===== src/rtl/core/rte_pkg.sv =====
`timescale 1ns / 1ps

package rte_pkg;

  // configuration register width and register indexes
  localparam int CFG_BITS = 16;
  localparam logic REG_DEBOUNCE_MS   = 1'b0;
  localparam logic REG_LONG_PRESS_MS = 1'b1;

  localparam logic [CFG_BITS-1:0] DEBOUNCE_MS_RESET   = 16'd20;
  localparam logic [CFG_BITS-1:0] LONG_PRESS_MS_RESET = 16'd800;

  // direction codes
  localparam logic [1:0] DIR_NONE = 2'd0;
  localparam logic [1:0] DIR_CW   = 2'd1;
  localparam logic [1:0] DIR_CCW  = 2'd2;

  // quadrature step codes
  typedef enum logic [1:0] {
    STEP_NONE = 2'd0,
    STEP_UP   = 2'd1,
    STEP_DOWN = 2'd2
  } step_t;

  typedef struct packed {
    logic               pin_a;
    logic               pin_b;
    logic               button_level;
    logic               ms_tick;
    logic               load_count;
    logic signed [31:0] load_value;
    logic               clear_events;
  } in_item_t;

  typedef struct packed {
    logic signed [31:0] position;
    logic [1:0]         direction;
    logic               short_press;
    logic               long_press;
    logic               button_stable;
  } out_item_t;

  // button status reported by the debounce unit
  typedef struct packed {
    logic stable;
    logic short_flag;
    logic long_flag;
  } btn_status_t;

  // quadrature table, index is old ab and new ab
  function automatic step_t quad_step(input logic [1:0] old_ab, input logic [1:0] new_ab);
    step_t s;
    unique case ({old_ab, new_ab})
      4'b0001, 4'b0111, 4'b1000, 4'b1110: s = STEP_UP;
      4'b0010, 4'b0100, 4'b1011, 4'b1101: s = STEP_DOWN;
      default:                            s = STEP_NONE;
    endcase
    return s;
  endfunction

endpackage


===== src/rtl/core/rte_encoder.sv =====
`timescale 1ns / 1ps

module rte_encoder #(
  parameter int COUNT_BITS = 32
) (
  input  logic               clk,
  input  logic               rst,
  input  logic               en,
  input  logic               primed,
  input  logic [1:0]         ab,
  input  logic               load_count,
  input  logic signed [31:0] load_value,
  input  logic               clear_events,
  output logic signed [31:0] position,
  output logic [1:0]         direction
);
  import rte_pkg::*;

  logic [1:0]            previous_ab, previous_ab_next;
  logic [COUNT_BITS-1:0] step_count, step_count_next;
  logic [1:0]            last_direction, dir_next;
  step_t                 step;

  // table lookup and count update
  always_comb begin
    step             = quad_step(previous_ab, ab);
    previous_ab_next = previous_ab;
    step_count_next  = step_count;
    dir_next         = last_direction;
    if (!primed) begin
      previous_ab_next = ab;
    end else if (ab != previous_ab) begin
      previous_ab_next = ab;
      unique case (step)
        STEP_UP: begin
          step_count_next = step_count + COUNT_BITS'(1);
          dir_next        = DIR_CW;
        end
        STEP_DOWN: begin
          step_count_next = step_count - COUNT_BITS'(1);
          dir_next        = DIR_CCW;
        end
        default: ;
      endcase
    end
    // a load wins over the step
    if (load_count) begin
      step_count_next = COUNT_BITS'(load_value);
    end
  end

  assign position  = $signed(32'(step_count_next));
  assign direction = dir_next;

  always_ff @(posedge clk) begin
    if (rst) begin
      previous_ab    <= 2'b00;
      step_count     <= '0;
      last_direction <= DIR_NONE;
    end else if (en) begin
      previous_ab    <= previous_ab_next;
      step_count     <= step_count_next;
      last_direction <= clear_events ? DIR_NONE : dir_next;
    end
  end

endmodule


===== src/rtl/core/rte_button.sv =====
`timescale 1ns / 1ps

module rte_button #(
  parameter int TIMER_BITS = 16
) (
  input  logic                         clk,
  input  logic                         rst,
  input  logic                         en,
  input  logic                         primed,
  input  logic                         button_level,
  input  logic                         ms_tick,
  input  logic                         clear_events,
  input  logic [rte_pkg::CFG_BITS-1:0] debounce_ms,
  input  logic [rte_pkg::CFG_BITS-1:0] long_press_ms,
  output rte_pkg::btn_status_t         status
);
  import rte_pkg::*;

  localparam int CMP_BITS = (TIMER_BITS > CFG_BITS) ? TIMER_BITS : CFG_BITS;

  logic                  stable_level, stable_next;
  logic                  debounce_active, active_next;
  logic [TIMER_BITS-1:0] debounce_elapsed, deb_tick, deb_next;
  logic [TIMER_BITS-1:0] held_elapsed, held_tick, held_next;
  logic                  short_flag, short_next;
  logic                  long_flag, long_next;
  logic                  deb_done, held_long;

  // saturating millisecond timers
  always_comb begin
    held_tick = held_elapsed;
    deb_tick  = debounce_elapsed;
    if (ms_tick) begin
      if (held_elapsed != '1) held_tick = held_elapsed + TIMER_BITS'(1);
      if (debounce_active && debounce_elapsed != '1) begin
        deb_tick = debounce_elapsed + TIMER_BITS'(1);
      end
    end
  end

  assign deb_done  = CMP_BITS'(deb_tick)  >= CMP_BITS'(debounce_ms);
  assign held_long = CMP_BITS'(held_tick) >= CMP_BITS'(long_press_ms);

  // debounce start, expiry and press classification
  always_comb begin
    stable_next = stable_level;
    active_next = debounce_active;
    deb_next    = deb_tick;
    held_next   = held_tick;
    short_next  = short_flag;
    long_next   = long_flag;
    if (!primed) begin
      stable_next = button_level;
    end else if (debounce_active) begin
      if (deb_done) begin
        active_next = 1'b0;
        if (button_level != stable_level) begin
          stable_next = button_level;
          if (!button_level) begin
            held_next = '0;
          end else if (held_long) begin
            long_next = 1'b1;
          end else begin
            short_next = 1'b1;
          end
        end
      end
    end else if (button_level != stable_level) begin
      active_next = 1'b1;
      deb_next    = '0;
    end
  end

  assign status = '{stable: stable_next, short_flag: short_next, long_flag: long_next};

  always_ff @(posedge clk) begin
    if (rst) begin
      stable_level     <= 1'b1;
      debounce_active  <= 1'b0;
      debounce_elapsed <= '0;
      held_elapsed     <= '0;
      short_flag       <= 1'b0;
      long_flag        <= 1'b0;
    end else if (en) begin
      stable_level     <= stable_next;
      debounce_active  <= active_next;
      debounce_elapsed <= deb_next;
      held_elapsed     <= held_next;
      short_flag       <= short_next && !clear_events;
      long_flag        <= long_next && !clear_events;
    end
  end

endmodule


===== src/rtl/core/rotary_encoder_with_button.sv =====
`timescale 1ns / 1ps

// channel    | handshake            | payload
// -----------+----------------------+------------------------------
// input      | in_valid / in_ready  | in_item  (rte_pkg::in_item_t)
// output     | out_valid / out_ready| out_item (rte_pkg::out_item_t)
// config     | psel/penable/pwrite  | paddr, pwdata, prdata, pready
//
// one item per cycle sustained while out_ready is high; a request accepted into the
// input register is decoded there and its result is captured in the result
// register, from which it leaves.
// the whole state update is done in the cycle the item leaves the input register.
// synchronous reset, no clearing pass; stalls on the output hold both registers
// and drop in_ready only when both are full and out_ready is low.

module rotary_encoder_with_button #(
  parameter int COUNT_BITS = 32,
  parameter int TIMER_BITS = 16
) (
  input  logic              clk,
  input  logic              rst,
  input  logic              in_valid,
  output logic              in_ready,
  input  rte_pkg::in_item_t in_item,
  output logic              out_valid,
  input  logic              out_ready,
  output rte_pkg::out_item_t out_item,
  input  logic              psel,
  input  logic              penable,
  input  logic              pwrite,
  input  logic [2:0]        paddr,
  input  logic [31:0]       pwdata,
  output logic [31:0]       prdata,
  output logic              pready
);
  import rte_pkg::*;

  logic [CFG_BITS-1:0] debounce_ms_reg, long_press_ms_reg;
  logic                s1_valid;
  in_item_t            s1_item;
  logic                advance, commit;
  logic                primed;
  logic signed [31:0]  position;
  logic [1:0]          direction;
  btn_status_t         status;

  // configuration registers
  assign pready = 1'b1;

  always_ff @(posedge clk) begin
    if (rst) begin
      debounce_ms_reg   <= DEBOUNCE_MS_RESET;
      long_press_ms_reg <= LONG_PRESS_MS_RESET;
    end else if (psel && penable && pwrite) begin
      unique case (paddr[2])
        REG_DEBOUNCE_MS:   debounce_ms_reg   <= pwdata[CFG_BITS-1:0];
        REG_LONG_PRESS_MS: long_press_ms_reg <= pwdata[CFG_BITS-1:0];
        default: ;
      endcase
    end
  end

  always_comb begin
    unique case (paddr[2])
      REG_DEBOUNCE_MS:   prdata = 32'(debounce_ms_reg);
      REG_LONG_PRESS_MS: prdata = 32'(long_press_ms_reg);
      default:           prdata = '0;
    endcase
  end

  // request flow: input register, then result register
  assign advance  = !out_valid || out_ready;
  assign commit   = s1_valid && advance;
  assign in_ready = !s1_valid || advance;

  always_ff @(posedge clk) begin
    if (rst) begin
      s1_valid <= 1'b0;
    end else if (in_ready) begin
      s1_valid <= in_valid;
    end
  end

  always_ff @(posedge clk) begin
    if (in_valid && in_ready) s1_item <= in_item;
  end

  // first request captures the pins instead of decoding a step or press
  always_ff @(posedge clk) begin
    if (rst) begin
      primed <= 1'b0;
    end else if (commit) begin
      primed <= 1'b1;
    end
  end

  rte_encoder #(
    .COUNT_BITS(COUNT_BITS)
  ) u_encoder (
    .clk         (clk),
    .rst         (rst),
    .en          (commit),
    .primed      (primed),
    .ab          ({s1_item.pin_a, s1_item.pin_b}),
    .load_count  (s1_item.load_count),
    .load_value  (s1_item.load_value),
    .clear_events(s1_item.clear_events),
    .position    (position),
    .direction   (direction)
  );

  rte_button #(
    .TIMER_BITS(TIMER_BITS)
  ) u_button (
    .clk          (clk),
    .rst          (rst),
    .en           (commit),
    .primed       (primed),
    .button_level (s1_item.button_level),
    .ms_tick      (s1_item.ms_tick),
    .clear_events (s1_item.clear_events),
    .debounce_ms  (debounce_ms_reg),
    .long_press_ms(long_press_ms_reg),
    .status       (status)
  );

  // result register
  always_ff @(posedge clk) begin
    if (rst) begin
      out_valid <= 1'b0;
    end else if (commit) begin
      out_valid <= 1'b1;
    end else if (out_ready) begin
      out_valid <= 1'b0;
    end
  end

  always_ff @(posedge clk) begin
    if (commit) begin
      out_item.position      <= position;
      out_item.direction     <= direction;
      out_item.short_press   <= status.short_flag;
      out_item.long_press    <= status.long_flag;
      out_item.button_stable <= status.stable;
    end
  end

  // checks
  a_primed_after_commit: assert property (@(posedge clk) disable iff (rst)
    commit |=> primed)
    else $error("primed not set after first request");

  a_ready_only_when_full: assert property (@(posedge clk) disable iff (rst)
    !in_ready |-> (s1_valid && out_valid && !out_ready))
    else $error("input stalled while a stage is free");

  a_direction_code: assert property (@(posedge clk) disable iff (rst)
    out_valid |-> (out_item.direction != 2'd3))
    else $error("invalid direction code");

endmodule

===== config.mk =====
export PLATFORM = sky130hd
export DESIGN_NAME = rotary_encoder_with_button
export DESIGN_NICKNAME = d
export VERILOG_FILES = /design/src/rtl/core/rte_pkg.sv /design/src/rtl/core/rte_encoder.sv /design/src/rtl/core/rte_button.sv /design/src/rtl/core/rotary_encoder_with_button.sv
export SDC_FILE = /design/constraint.sdc
export NUM_CORES = 1
export LEC_CHECK = 0
export ABC_AREA = 1
export BUFFER_PORTS_ARGS = -buffer_cell sky130_fd_sc_hd__buf_4
export CAP_MARGIN = 15
export CORE_MARGIN = 3
export CORE_UTILIZATION = 45
export DETAILED_ROUTE_END_ITERATION = 7
export PLACE_DENSITY = 0.76
export SLEW_MARGIN = 20
export SYNTH_ARGS = -nofsm -noshare
export SYNTH_HDL_FRONTEND = slang
export SYNTH_HIERARCHICAL = 1
export SYNTH_SLANG_ARGS = --single-unit

===== constraint.sdc =====
create_clock -name clk -period 4.5 [get_ports clk]
set_input_delay 0.225 -clock clk [delete_from_list [all_inputs] [get_ports clk]]
set_output_delay 0.225 -clock clk [all_outputs]
set_load 0.02 [all_outputs]

==> metrics.csv <==
stage,metric,value,unit
clock_network,clk buf depth,2,
setup_path,"critical path fanouts, max",24,
clock_network,cts bufs inserted,17,
setup_path,crit path kind,register to register,
route,routed wire length,32.4,mm
yosys,Unique masters post-synth,41,
cells_and_area,most frequent cells in the layout,"nand2_1 (616), inv_1 (292), nand3_1 (143)",
timing,Slew Limit Headroom,31.1,%
global_routing,number of global-route vias before repair,11000,
power_and_ir_drop,worst vdd ir,240,uV
cells_and_area,final instance area,14400,sq um
timing,Worst-Margin Slew,1030,ps
placed_design,Placed Instance Area,13300,sq um
cells_and_area,"commonest non-fill, non-tap cell in the layout",nand2_1,
setup_path,required time worst endpoint,4860,ps
yosys,synthesized flop and latch total,182,
yosys,synthesized area,12300,sq um
floorplanning,die width,171,um
cells_and_area,max reg flops,38,
power_and_ir_drop,leakage,0.00719,uW
global_routing,total track usage,22.2,%
yosys,Avg Synthesized Cell Area,6.67,sq um
timing,Final Setup Violations,0,
power_and_ir_drop,Int Power,2880,uW
cells_and_area,"Most flops, register",s1_item,
power_and_ir_drop,Combinational Power Share,18.6,%
cells_and_area,antenna cells,0,
timing,Fmax achieved,280,MHz
route,1st-iter DRT viols,776,
timing,crit share post-route,79.5,%
floorplanning,Die Y,171,um
setup_path,CP Capture Type,register,
yosys,Syn Inst Count,1848,
yosys,post-synth top area cell,nand2_1,
power_and_ir_drop,PD cells,297,nW/um^2
clock_network,CTS tree,built,
setup_path,Critical Path Start Type,register,
clock_network,clock-pin slew on the worst setup and hold paths,80,ps
route,post-DR wirelength/cell,14.0,um
clock_network,CTS Hold Bufs,43,
status,status,"complete, no violations",
global_routing,initial antenna violation count,0,
timing,Final Hold Vio Count,0,
yosys,"top cells by area, synth","nand2_1 (19%), edfxtp_1 (18%), dfxtp_1 (17%), inv_1 (9.0%), ha_1 (6.7%)",
cells_and_area,Post-layout nets,2122,
timing,TNS Setup,0,ps
yosys,Post-synth EDFFs,75,
timing,Pins Over Slew Limit,0,
cells_and_area,Regs by FF count,"s1_item (38), out_item (37), u_encoder/step_count (32)",
yosys,dominant synthesized flop cell,dfxtp_1,
floorplanning,# rows,59,
yosys,sequential cell area fraction in the yosys report,35.7,%
cells_and_area,Area Growth Syn to Fin,16.7,%
power_and_ir_drop,Switching Fraction,32.5,%
power_and_ir_drop,NetSw,1390,uW
yosys,top-area cell type share of the netlist area,18.8,%
timing,RSZ-0062 raised after global routing,false,
yosys,fraction of registers with async set/reset,0,%
clock_network,Skew-Pair Late Insertion Delay,450,ps
route,drt pass-1 iters,5,
clock_network,htree depth,4,
floorplanning,Top Ports,152,
route,DRT antenna net count,0,
clock_network,post-cts resize count,0,
clock_network,# clock sinks,182,
timing,clk_skew,19.8,ps
floorplanning,Core Region,26500,sq um
job,Max Cap Violations,0,
route,vias,11700,
timing,minimum clock period,3580,ps
setup_path,RR Startpoint,u_button/debounce_elapsed[0],
clock_network,Setup Buffers After CTS,0,
min_path,min-delay src,in_valid,
route,DRC Markers,0,
global_routing,pin count of the biggest net entering global routing,76,
cells_and_area,FILL cells,2531,
global_routing,gr ovfl total,0,
yosys,synthesis warning total,6,
floorplanning,full die area,29400,sq um
power_and_ir_drop,clock share of power,37.9,%
placed_design,DP Wirelength,23.2,mm
power_and_ir_drop,Flop pwr share,43.5,%
route,DR vias/cell,5.06,
placed_design,port bufs,116,
cells_and_area,share of layout cells above drive strength 1,12.2,%
placed_design,gpl congestion,0.958,
setup_path,crit path DAT,3940,ps
floorplanning,Initial Util,46.5,%
clock_network,clock root cell,clkbuf_16,
min_path,HP Class,primary input to register,
global_routing,first-pass GRT wire length,52.9,mm
setup_path,crit path from,u_button/debounce_elapsed[0],
-- cells by family (layout without fill, tap and decap cells) --
family,count (synthesis),after routing,synth area share [%]
buffers and inverters,394,519,13.1
xor gates and xnor gates,28,28,1.99
and+or+nand+nor,988,988,34.1
AOI/OAI and AO/OA,187,187,8.17
DFF,182,182,35.7
adders and majority gates,67,67,6.87
other,2,17,0.0610
-- metrics by stage --
step | hold WS, ps | setup slack, ps | util [%] | total power (uW) | cells
floorplan | 294 | 1420 | - | 2430 | 1863
global placement | 403 | 1050 | 50.3 | 2630 | 2248
detailed placement | 404 | 1010 | 50.3 | 2650 | 2248
CTS | 60.4 | 990 | 54.3 | 4290 | 2323
global route | 93.0 | 603 | 54.3 | 4470 | 2323
finish | 73.3 | 924 | 54.3 | 4270 | 2323
-- power by group through the flow --
stage	sequential [uW]	combinational, uW	clock, uW
2_1_floorplan	1900	523	0
5_1_grt	1870	896	1710
4_1_cts	1860	788	1650
6_report	1860	793	1620
3_5_place_dp	1900	753	0
3_3_place_gp	1890	737	0
-- area by class of cell --
class                           instances  area (sq um)  area share [%]
Timing Repair Buffer                  169          1380            9.57
Sequential cell                       182          4390            30.6
Clock inverter                         15           201            1.40
Clock buffer                           17           425            2.96
Inverter                              318          1200            8.34
Tap cell                              335           419            2.92
Multi-Input combinational cell       1287          6360            44.3
-- path summary, 6_finish.rpt --
path | cells past startpoint | slack [ps] | endpoint
max | 18 | 920 | u_button/held_elapsed[6]
max reg2reg | 18 | 920 | u_button/held_elapsed[6]
min | 3 | 70 | s1_valid
min reg2reg | 2 | 480 | u_encoder/last_direction[1]
-- routing by layer --
metal | global-route usage [%] | vias up | part of all wire, %
met5 | 0 | - | 0
met4 | 6.68 | 0 | 2.2
met3 | 2.85 | 53 | 5.5
met2 | 38.2 | 352 | 48
met1 | 29.2 | 5344 | 44
li1 | - | 5995 | -
-- cells in the mapped netlist (6+ instances only) --
cell type and number:
nand2_1 616, inv_1 295, nand3_1 143, nor2_1 137
a21oi_1 121, dfxtp_1 107, edfxtp_1 75, ha_1 66
clkbuf_1 29, o21ai_0 29, buf_4 25, nand4_1 21
xor2_1 20, buf_2 16, inv_2 15, nand3_2 15
o21ai_1 15, nor3_1 13, nand2_2 12, nor2_2 11
a21oi_2 8, xnor2_1 8, nor2_4 6
-- critical path, stage by stage (launching register included) --
cell	delay [ps]
dfxtp_1	350
ha_1	230
nand3_1	130
nor2_2	70
nand2_1	110
nor2_2	60
nor2_2	640
nand4_1	240
nand2_1	150
inv_1	50
ha_1	290
a21oi_1	150
o21ai_0	90
a21oi_1	120
nand2_1	160
nand3_1	100
buf_4	250
nand3_1	100
a21oi_1	180
Power figures use the tool's default switching activity.
